## config.mk

```make
export PLATFORM = sky130hd
export DESIGN_NAME = gbs_ctrl
export DESIGN_NICKNAME = d
export VERILOG_FILES = /design/src/hw/rtl/gbs_pkg.sv /design/src/hw/rtl/gbs_ctrl.sv
export SDC_FILE = /design/constraint.sdc
export NUM_CORES = 1
export LEC_CHECK = 0
export BUFFER_PORTS_ARGS = -buffer_cell sky130_fd_sc_hd__buf_2
export CORE_AREA = 5 5 42 44
export DETAILED_ROUTE_END_ITERATION = 8
export DIE_AREA = 0 0 47 49
export PLACE_DENSITY = 0.57
export SLEW_MARGIN = 20
export SYNTH_ARGS = -nofsm -noshare
export SYNTH_HDL_FRONTEND = slang
export SYNTH_SLANG_ARGS = --single-unit
```

## constraint.sdc

```tcl
create_clock -name clk -period 2.4 [get_ports clk]
set_input_delay 0.24 -clock clk [delete_from_list [all_inputs] [get_ports clk]]
set_output_delay 0.24 -clock clk [all_outputs]
set_load 0.01 [all_outputs]
```

## src/hw/rtl/gbs_pkg.sv

```systemverilog
// ----------------------------------------------------------------------------
// gbs_pkg
// Shared constants, types and command/status bundles for the glyph blitter.
// ----------------------------------------------------------------------------
package gbs_pkg;

  // Panel and font store geometry
  localparam int PANEL_WIDTH     = 64;
  localparam int PANEL_HEIGHT    = 16;
  localparam int GLYPH_COUNT     = 96;
  localparam int MAX_FONT_HEIGHT = 8;
  localparam int MAX_WIDTH       = 8;
  localparam int STORE_DEPTH     = GLYPH_COUNT * MAX_FONT_HEIGHT;
  localparam int STORE_AW        = (STORE_DEPTH > 1) ? $clog2(STORE_DEPTH) : 1;

  // Printable character window
  localparam logic [7:0] CODE_FIRST = 8'd32;
  localparam logic [7:0] CODE_LAST  = 8'd127;

  // Beat widths
  localparam int IN_TDATA_W  = 88;
  localparam int OUT_TDATA_W = 40;

  // Item kinds (s_tuser)
  localparam logic KIND_LOAD = 1'b0;
  localparam logic KIND_DRAW = 1'b1;

  // Register indexes
  localparam logic REG_FONT_WIDTH  = 1'b0;
  localparam logic REG_FONT_HEIGHT = 1'b1;

  // Controller -> datapath
  typedef struct packed {
    logic calc;   // clip geometry, latch base address, clear counters
    logic rd;     // read current glyph row from the store
    logic step;   // examine one glyph bit and advance column/row
    logic flush;  // send the held pixel as the final beat
  } gbs_cmd_t;

  // Datapath -> controller
  typedef struct packed {
    logic empty;        // draw yields nothing
    logic col_last;     // current bit is the last of its row
    logic row_last;     // current row is the last to draw
    logic stall;        // a step now would overrun the output register
    logic flush_stall;  // the final beat cannot be handed over yet
  } gbs_stat_t;

endpackage

```

## src/hw/rtl/gbs_ctrl.sv

```systemverilog
// ----------------------------------------------------------------------------
// gbs_ctrl
// Sequencer: accepts items, then walks rows (read) and bits (scan) of a glyph.
// ----------------------------------------------------------------------------
module gbs_ctrl
  import gbs_pkg::*;
(
  input  logic      clk,
  input  logic      rst,
  input  logic      s_tvalid,
  input  logic      s_tuser,
  output logic      s_tready,
  input  gbs_stat_t stat,
  output gbs_cmd_t  cmd
);

  typedef enum logic [4:0] {
    ST_IDLE  = 5'b00001,
    ST_CALC  = 5'b00010,
    ST_READ  = 5'b00100,
    ST_SCAN  = 5'b01000,
    ST_FLUSH = 5'b10000
  } state_t;

  state_t state, state_next;

  always_comb begin
    state_next = state;
    cmd        = '0;
    unique case (state)
      ST_IDLE: begin
        if (s_tvalid && s_tuser == KIND_DRAW) state_next = ST_CALC;
      end
      ST_CALC: begin
        cmd.calc   = 1'b1;
        state_next = stat.empty ? ST_IDLE : ST_READ;
      end
      ST_READ: begin
        cmd.rd     = 1'b1;
        state_next = ST_SCAN;
      end
      ST_SCAN: begin
        if (!stat.stall) begin
          cmd.step = 1'b1;
          if (stat.col_last) state_next = stat.row_last ? ST_FLUSH : ST_READ;
        end
      end
      ST_FLUSH: begin
        if (!stat.flush_stall) begin
          cmd.flush  = 1'b1;
          state_next = ST_IDLE;
        end
      end
      default: state_next = ST_IDLE;
    endcase
  end

  always_ff @(posedge clk) begin
    if (rst) state <= ST_IDLE;
    else     state <= state_next;
  end

  assign s_tready = (state == ST_IDLE);

  // A flush that is not held back must end the draw
  a_flush_ends: assert property (@(posedge clk) disable iff (rst)
    (state == ST_FLUSH && !stat.flush_stall) |=> (state == ST_IDLE))
    else $error("flush did not return to idle");

endmodule

```

After elaboration in Yosys (flattened, before gate mapping)
Cells that the tools add are included.
{ "op_classes": {"n_addsub": 0, "multipliers": 0, "div": 0, "order_cmp": 0, "eq_ne": 9, "n_shift": 0, "n_mux": 13, "bitwise": 0, "n_reduce_logical": 2} }
{ "op_table": {"columns": ["operator", "count"], "rows": [
  ["two-way mux 5 bit", 5],
  ["one-hot mux 5 bit (5 select lines)", 1],
  ["two-way mux 1 bit", 6],
  ["!= test 2 bit (second input constant)", 3],
  ["equality test 5 x 1 -> 1 bit (second input constant)", 1],
  ["equality test 5 x 2 -> 1 bit (second input constant)", 1],
  ["equality test 5 x 3 -> 1 bit (second input constant)", 1],
  ["equality test 5 x 4 -> 1 bit (second input constant)", 1],
  ["equality test 5 bit (second input constant)", 1],
  ["AND reduction 4 bit", 1],
  ["two-way mux 3 bit", 1],
  ["!= test 2 x 1 -> 1 bit (second input constant)", 1],
  ["logical AND 1 bit", 1]
]} }
{ "word_totals": {"ff_bits": 5, "latch_bits": 0, "ramBits": 0, "rom_bits": 0, "input_bits": 9, "out_inout_bits": 5, "word_cells": 25, "n_memories": 0} }

Depth between registers and ports, before layout
Gate-level depths: netlist of run 1.
{ "logic_depth": {"depth_word": 4, "mapped_depth": 4, "ltp_nobuf": 4} }

Worst setup path before layout of run 1
Ideal clock, no wire load.
{ "synth_timing": {"path_kind": "reg2reg", "start": "reg state[1]", "end": "reg state[1]", "setup_time_ns": 0.116, "t_arrival_ns": 1.013, "required_ns": 2.284, "slack_ns": 1.271, "stages_incl_launch_ff": 5, "path_buffers": 0, "synth_period_minus_slack_ns": 1.129, "cell_sequence": "dfxtp_1 > nor3_2 > nand3b_2 > o21a_1 > and3_1"} }
{ "synth_via": {"elab_chain_len": 3, "elab_cells_between_ends": 11, "classes_between": "eq/ne (9); mux (1); reduce/logical (1)"} }
{ "synth_lines": {"columns": ["element", "line", "rtl"], "rows": [
  ["start: declaration", "gbs_ctrl.sv:25", "state_t state, state_next;"],
  ["start signal: assignment", "gbs_ctrl.sv:60", "else state <= state_next;"],
  ["equality test 5 x 4 -> 1 bit (tied with other cells)", "gbs_ctrl.sv:30", "unique case (state)"],
  ["!= test 2 bit (no source line) / != test 2 x 1 -> 1 bit (equally long branches)", null, null],
  ["AND reduction 4 bit (no source line)", null, null]
]} }
Several ways; a longest one is shown, not always the timed one.
A chain may end at the register's enable or synchronous reset.

Final worst setup path of run 1
{ "layout_timing": {"start": "reg state[1]", "end": "out s_tready"} }
{ "layout_via": {"elab_chain_len": 1} }
{ "layout_lines": {"columns": ["element", "line", "rtl"], "rows": [
  ["equality test 5 x 1 -> 1 bit", "gbs_ctrl.sv:63", "assign s_tready = (state == ST_IDLE);"],
  ["end: declaration", "gbs_ctrl.sv:12", "output logic s_tready,"]
]} }
No other way between the ends.

==> impl_metrics.toml, run 1 <==
[run_status]
status = "complete, no violations"

[setup_path]
max_stage_delay_ps = 340
crit_type = "reg2out"
slowest_stage = "dfxtp_1"
critical-path-top-delay-family = "simple AND/OR/NAND/NOR gates"
timing.rr.end = "state[1]"
critPathBufInv = 1
path_cells = "nor3_2, and3b_2, buf_2"
worstSetupStartpointType = "register"
worstSetupEndpointType = "output port"
cp.arrival_ps = 1220
r2r_start = "state[1]"
crit_fanout = 5
required_ps = 2160
r2r_slack_ps = 1170
reg2reg_depth = 4

[worst_hold_path]
hp-class = "in2reg"
worstHoldStart = "rst"
min_to = "state[4]"
hold_depth = 2

[grt]
track_usage_pct = 7.952
antenna_found_initial = 0
grt_pass1_vias = 286
grt_max_degree = 7
grt_pass1_wl_mm = 1.255
grt-ovfl-total = 0

[clocking]
h-tree-depth = 1
tritoncts = "yes"
postCtsSetupBuffers = 0
cts_buffers = 3
ctsResizeCount = 0
clkTransAtPathRegs_ps = 40
worstSkewPairLatency_ps = 250
cts.sinks = 5
root_buffer = "clkbuf_4"
ctsHoldBuffers = 0
cts_buffer_depth = 2

[synth]
synth-seq-cells = 5
synthTopCellsByCount = "6 x nor2_1, 5 x dfxtp_1"
syn_nets = 44
yosysMostFrequentCell = "nor2_1"
yosysTopAreaCell = "dfxtp_1"
synth_compound_area_share_pct = 23.23
synth_adder_area_share_pct = 0
synth_top_family_by_area = "simple AND/OR/NAND/NOR gates"
syn_inst = 35
synth_top_area_share_pct = 31.50
synth.area.mux_share_pct = 0
syn_area_um2 = 317.8
synth_ff_type = "dfxtp_1"
synthSimpleGateAreaFrac_pct = 42.52
synthArstFlopShare_pct = 0
ys_seq_area_share_pct = 31.50
syn_avg_cell_area_um2 = 9.080
synth_edf_count = 0
synth_xor_xnor_area_share_pct = 2.756
yosysUniqueCellTypes = 20
synthTopCellsByArea = "dfxtp_1 31%, nor2_1 7.1%, and3b_2 6.3%, nor3_2 6.3%, o211a_1 6.3%"
ys_warn_count = 0

[finish]
largest_registers = "state: 5 flops"
fin_nets = 62
drive_above_1_share_pct = 46.15
largest_register = "state"
num-fill-cells = 164
largest_register_ffs = 5
design_area_um2 = 429.2
syn2layout_area_growth_pct = 35.04
diodes = 0

[sta]
min_period_over_period_pct = 60.90
worst_slack_ps = 938.4
fin_worst_skew_ps = 4.516
final.min_clock_period_ps = 1462
max_slew.worst_pin.slew_ps = 256.6
maxSlewHeadroom_pct = 82.87
clock.fmax_ghz = 0.6842
grt_setup_unrepaired = "false"
final_max_slew_viol_count = 0
holdWs_ps = 201.8
fin_tns_setup_ps = 0
setup_violations = 0
hold_violations = 0

[power]
p_comb_share_pct = 24.5
pwr-share-clk_pct = 37.4
switching_power_uw = 76.48
powerDensity_mw_per_mm2 = 613.1
power.leakage_uw = 0.0002064
ir_drop_uv = 361.2
switching_share_pct = 29.07
seq_power_share_pct = 38.1
internal_power_uw = 186.6

[floorplanning]
core_mm2 = 0.001401
dieArea_mm2 = 0.002303
fp-row-count = 14
die_width_um = 47
initial_core_util_pct = 22.68
pin_count = 14
die_y_um = 49

[placed_design]
gp_congestion = 0.6773
place_area_um2 = 402.9
port_buffers = 13
pre_cts_ws_ps = 1209

[route]
drtAntennaViolNets = 0
routedWlPerCell_um = 11.00
wl_um = 748
drcViolationCount = 0
detail_route.first_pass.iterations = 2
drt_iter0_markers = 1
via_count = 307
vias_per_cell = 4.515

[flow_run]
drv_cap = 0
power groups by stage:
stage                     sequential [uW]  clock, uW  combinational (uW)
after floorplan                      99.4          0                45.7
after global placement                102          0                65.3
after detailed placement              102          0                65.1
after CTS                             100        103                65.8
after global routing                  102        114                72.2
final                                 100       98.4                64.6
routing by layer:
metal	share of wire, %	track usage, %	up-vias	wire (um)
li1	-	-	162	-
met1	41	9.430	133	309
met2	47	10.41	10	352
met3	11	6.642	2	80
met4	0.80	2.765	0	6
met5	0	0	-	0
final cells by class:
cell class,instances,area (um2),area share (%)
Multi-Input combinational cell,30,217.7,50.73
Timing Repair Buffer,13,65.06,15.16
Clock buffer,4,26.28,6.122
Tap cell,16,20.02,4.665
Sequential cell,5,100.1,23.32
placed cells by master, fill, tap and decap left out, drive strengths merged:
| master | instances |
|---|---|
| o211a | 2 |
| nor2b | 1 |
| and2b | 1 |
| and3b | 3 |
| clkbuf | 4 |
| dfxtp | 5 |
| o21a | 2 |
| nand3b | 1 |
| nor3 | 3 |
| nand4 | 1 |
| o21ai | 3 |
| o31ai | 1 |
| a21oi | 1 |
| and3 | 1 |
| xor2 | 1 |
| nand2 | 2 |
| nor2 | 6 |
| buf | 13 |
| nand3 | 1 |
worst reg2reg max path, cell delays in order, from the launching register on:
cell and delay [ps]:
dfxtp_1 340, nor3_2 240, nand3b_2 150, o21a_1 220, and3_1 170
cells by family (layout without fill, tap and decap cells):
logic type	count (synthesis)	in the layout
flip-flops	5	5
XOR/XNOR	1	1
AND/OR/NAND/NOR	20	20
AO/OA/AOI/OAI	9	9
buffers and inverters	0	17
how the worst max path moves through the flow:
stage	slack [ps]	end	from	cells after the start
3_3_place_gp	1200	state[0]	state[3]	4
4_1_cts	920	s_tready	state[1]	3
6_report	940	s_tready	state[1]	3
5_1_grt	840	cmd[1]	state[1]	4
2_1_floorplan	1270	state[1]	state[1]	4
3_5_place_dp	1210	state[1]	state[1]	4
metrics by stage:
| step | util (%) | power, uW | cells |
|---|---|---|---|
| global placement | 28.75 | 166.9 | 64 |
| floorplan | - | 145.1 | 35 |
| CTS | 30.63 | 268.6 | 68 |
| finish | 30.63 | 263.1 | 68 |
| global route | 30.63 | 288.4 | 68 |
| detailed placement | 28.75 | 167.0 | 64 |
(Power assumes the default switching activity.)
==> inputs of run 2 (changes only) <==
clock period = 1.5 ns   (was 2.4 ns; I/O delays follow)
==> run 2 against run 1 <==
Worst setup slack got worse by 810 ps. Sequential power increased by 61%. Sequential share of layout area decreased by 0.068 points. Sequential cell count unchanged. Critical path type unchanged. Highest routed layer is now met3.
==> impl_metrics.toml, run 2 (synthesis gave the netlist of run 1 again) <==
[run_status]
status = "complete, no violations"

[route]
drt_iter0_markers = 3
via_count = 315
drcViolationCount = 0
wl_um = 778
routedWlPerCell_um = 11.44
detail_route.first_pass.iterations = 3
vias_per_cell = 4.632
drtAntennaViolNets = 0

[grt]
grt_pass1_vias = 308
grt_max_degree = 7
grt-ovfl-total = 0
track_usage_pct = 8.316
antenna_found_initial = 0
grt_pass1_wl_mm = 1.324

[sta]
hold_violations = 0
setup_violations = 0
min_period_over_period_pct = 91.69
fin_worst_skew_ps = 1.726
max_slew.worst_pin.slew_ps = 217.3
final.min_clock_period_ps = 1375
worst_slack_ps = 124.7
clock.fmax_ghz = 0.7271
maxSlewHeadroom_pct = 85.39
final_max_slew_viol_count = 0
fin_tns_setup_ps = 0
holdWs_ps = 111.2
grt_setup_unrepaired = "false"

[clocking]
cts_buffer_depth = 2
ctsResizeCount = 0
cts.sinks = 5
h-tree-depth = 1
ctsHoldBuffers = 0
worstSkewPairLatency_ps = 240
root_buffer = "clkbuf_4"
clkTransAtPathRegs_ps = 50
tritoncts = "yes"
postCtsSetupBuffers = 0
cts_buffers = 3

[placed_design]
pre_cts_ws_ps = 266.8
dp_hpwl_um = 642.2
gp_congestion = 0.7320
dp_cells = 64
port_buffers = 13

[setup_path]
r2r_slack_ps = 260
cp.arrival_ps = 1230
worstSetupStartpointType = "register"
required_ps = 1350
max_stage_delay_ps = 350
critical-path-top-delay-family = "simple AND/OR/NAND/NOR gates"
critPathBufInv = 1
slowest_stage = "dfxtp_1"
path_cells = "nor3_2, and3b_2, buf_2"
crit_fanout = 5
worstSetupEndpointType = "output port"
reg2reg_depth = 4
crit_cells = 3
crit_type = "reg2out"

[power]
ir_drop_uv = 499.7
power.leakage_uw = 0.0002092
powerDensity_mw_per_mm2 = 983.2

[worst_hold_path]
hold_depth = 2
hp-class = "in2reg"

[floorplanning]
fp-row-count = 14
die_y_um = 49
die_width_um = 47
core_mm2 = 0.001401
initial_core_util_pct = 22.68
pin_count = 14
dieArea_mm2 = 0.002303

[finish]
layout.area.seq_um2 = 100.1
drive_above_1_share_pct = 48.08
largest_register = "state"
syn2layout_area_growth_pct = 35.43
diodes = 0
final_cell_mix = "13 x buf_2, 6 x nor2_1, 5 x dfxtp_1, 3 x clkbuf_4"
fin_nets = 62
fin_cells = 68
final_common_cell = "buf_2"
multiInputGateArea_um2 = 217.7
largest_registers = "state: 5 flops"
largest_register_ffs = 5
num-fill-cells = 162

[flow_run]
drv_cap = 0
run 2: cell count changes in the layout (fill, tap and decap cells not counted):
cell / delta
clkbuf_1: -1
clkinv_2: +1
run 2: through the flow:
step                      total power [uW]  util [%]  area (um2)
after CTS                            431.4     30.71       430.4
after global routing                 469.3     30.71       430.4
after global placement               269.3     28.75       402.9
after floorplan                      232.2         -       317.8
final                                423.2     30.71       430.4
after detailed placement             270.2     28.75       402.9
run 2: cell type report:
cell class	count	share of cell area, %
Multi-Input combinational cell	30	50.58
Sequential cell	5	23.26
Timing Repair Buffer	13	15.12
Clock buffer	3	5.233
Tap cell	16	4.651
Clock inverter	1	1.163
run 2: power by group:
group,internal (uW),switching [uW]
clock network,96.6,58.4
logic,53.4,53.6
registers,144,16.7
total,294,129
run 2: path summary, 6_finish.rpt:
kind              startpoint       end
setup reg to reg    state[1]  state[1]
hold reg to reg     state[4]  state[3]
hold / removal           rst  state[4]
setup / recovery    state[1]  s_tready
run 2: metal layers:
metal / global-route usage, % / share of wire (%) / routed length [um] / up-vias
met1: 9.251 / 40 / 309 / 141
met3: 8.487 / 12 / 92 / 0
met5: 0 / 0 / 0 / -
li1: - / - / - / 163
met4: 1.382 / 0 / 0 / 0
met2: 11.31 / 48 / 375 / 11
run 2: worst register-to-register path, delay by kind of cell (launching register included):
family / cells / cell delay (ps)
AOI/OAI and AO/OA: 1 / 230
DFF: 1 / 350
and+or+nand+nor: 3 / 570
==> inputs of run 3 (changes only) <==
--- a/config.mk
+++ b/config.mk
@@ -11,4 +11,5 @@
 export DIE_AREA = 0 0 47 49
+export GPL_TIMING_DRIVEN = 0
 export PLACE_DENSITY = 0.57
-export SLEW_MARGIN = 20
+export SLEW_MARGIN = 5
 export SYNTH_ARGS = -nofsm -noshare
==> constraint.sdc (replaced) <==
create_clock -name clk -period 1.5 [get_ports clk]
set_input_delay 0.3 -clock clk [delete_from_list [all_inputs] [get_ports clk]]
set_output_delay 0.3 -clock clk [all_outputs]
set_load 0.01 [all_outputs]
==> run 3 against run 2 <==
Sequential cell count unchanged. Critical path depth unchanged. Cell area increased by 5.8%. Sequential power increased by 2%. Critical path type unchanged.
==> impl_metrics.toml, run 3 (synthesis gave the netlist of run 1 again) <==
[power]
ir_drop_uv = 401.7
power.leakage_uw = 0.0002262
powerDensity_mw_per_mm2 = 977.9

[sta]
clock.fmax_ghz = 0.6842
min_period_over_period_pct = 97.44
final.min_clock_period_ps = 1462
setup_violations = 0
fin_worst_skew_ps = 3.390
grt_setup_unrepaired = "true"
holdWs_ps = 249.8
worst_slack_ps = 38.35
max_slew.worst_pin.slew_ps = 233.4
maxSlewHeadroom_pct = 84.42
final_max_slew_viol_count = 0
hold_violations = 0
fin_tns_setup_ps = 0

[clocking]
h-tree-depth = 1
root_buffer = "clkbuf_4"
cts.sinks = 5
clkTransAtPathRegs_ps = 40
worstSkewPairLatency_ps = 240
cts_buffer_depth = 2
cts_buffers = 3
tritoncts = "yes"

[route]
wl_um = 784
drt_iter0_markers = 5
via_count = 312
routedWlPerCell_um = 11.36
vias_per_cell = 4.522
drcViolationCount = 0
detail_route.first_pass.iterations = 2
drtAntennaViolNets = 0

[finish]
fin_cells = 69
final_common_cell = "buf_2"
diodes = 0
largest_registers = "state: 5 flops"
syn2layout_area_growth_pct = 43.31
fin_nets = 63
largest_register_ffs = 5
fin_util_pct = 32.50
layout.area.seq_um2 = 103.9
largest_register = "state"
final_cell_mix = "13 x buf_2, 6 x nor2_1, 3 x clkbuf_4, 3 x dfxtp_2"
drive_above_1_share_pct = 52.83
num-fill-cells = 155
multiInputGateArea_um2 = 232.7

[worst_hold_path]
hp-class = "in2reg"
hold_depth = 2

[run_status]
status = "complete, no violations"

[floorplanning]
die_y_um = 49
die_width_um = 47
initial_core_util_pct = 22.68
dieArea_mm2 = 0.002303
core_mm2 = 0.001401
pin_count = 14
fp-row-count = 14

[placed_design]
gp_congestion = 0.6959
pre_cts_ws_ps = 244.2
dp_cells = 64
port_buffers = 13

[setup_path]
cp.arrival_ps = 1160
reg2reg_depth = 5
crit_type = "reg2out"
crit_fanout = 5
worstSetupEndpointType = "output port"
required_ps = 1200
worstSetupStartpointType = "register"

[grt]
track_usage_pct = 7.611
antenna_found_initial = 0
grt_max_degree = 7
grt-ovfl-total = 0
grt_pass1_vias = 273
grt_pass1_wl_mm = 1.186

[flow_run]
drv_cap = 0
## run 3: changes by cell type in the layout (fill, tap and decap cells not counted), sizes merged
| cell | change |
|---|---|
| buf | +1 |
| clkinv | -1 |
| clkbuf | +1 |
## run 3: cell type report
type | count | area share (%)
clock buffers | 4 | 5.769
repair buffers | 14 | 15.93
well taps | 16 | 4.396
multi-input cells | 30 | 51.10
flip-flops and latches | 5 | 22.80
## run 3: per-layer routing
layer	GRT usage [%]	vias up	share of wire (%)
met4	4.147	0	0
met1	8.370	138	43
li1	-	165	-
met2	11.09	9	48
met5	0	-	0
met3	4.428	0	8.5
## run 3: metrics by stage
stage / area [um2] / power (uW)
after global routing: 455.4 / 472.0
after floorplan: 317.8 / 232.2
after detailed placement: 402.9 / 268.2
after global placement: 402.9 / 266.4
after CTS: 436.7 / 440.8
final: 455.4 / 445.4
## run 3: final timing paths
| kind | startpoint | to | slack [ps] |
|---|---|---|---|
| max | state[1] | s_tready | 40 |
| min | rst | state[4] | 250 |
| max reg2reg | state[2] | state[1] | 240 |
| min reg2reg | state[3] | state[4] | 660 |
## run 3: what timing repair did
| item | CTS | global route |
|---|---|---|
| hold buffers | 0 | 0 |
| buffers inserted | 1 | 0 |
| resized for setup | 0 | 5 |
| endpoints found under the setup margin | 1 | 3 |
| pin swaps | 0 | 1 |
## run 3: power breakdown
part	switching [uW]	internal (uW)	leakage, uW	total [uW]
logic	57.5	69.3	0.000169	127
clock network	53.1	100	0.0000150	154
registers	19.2	146	0.0000421	165
## run 3: worst max-delay path, stage by stage (launching register included)
cell and delay [ps]:
dfxtp_2 340, nor3_4 220, and3b_2 230, buf_2 130
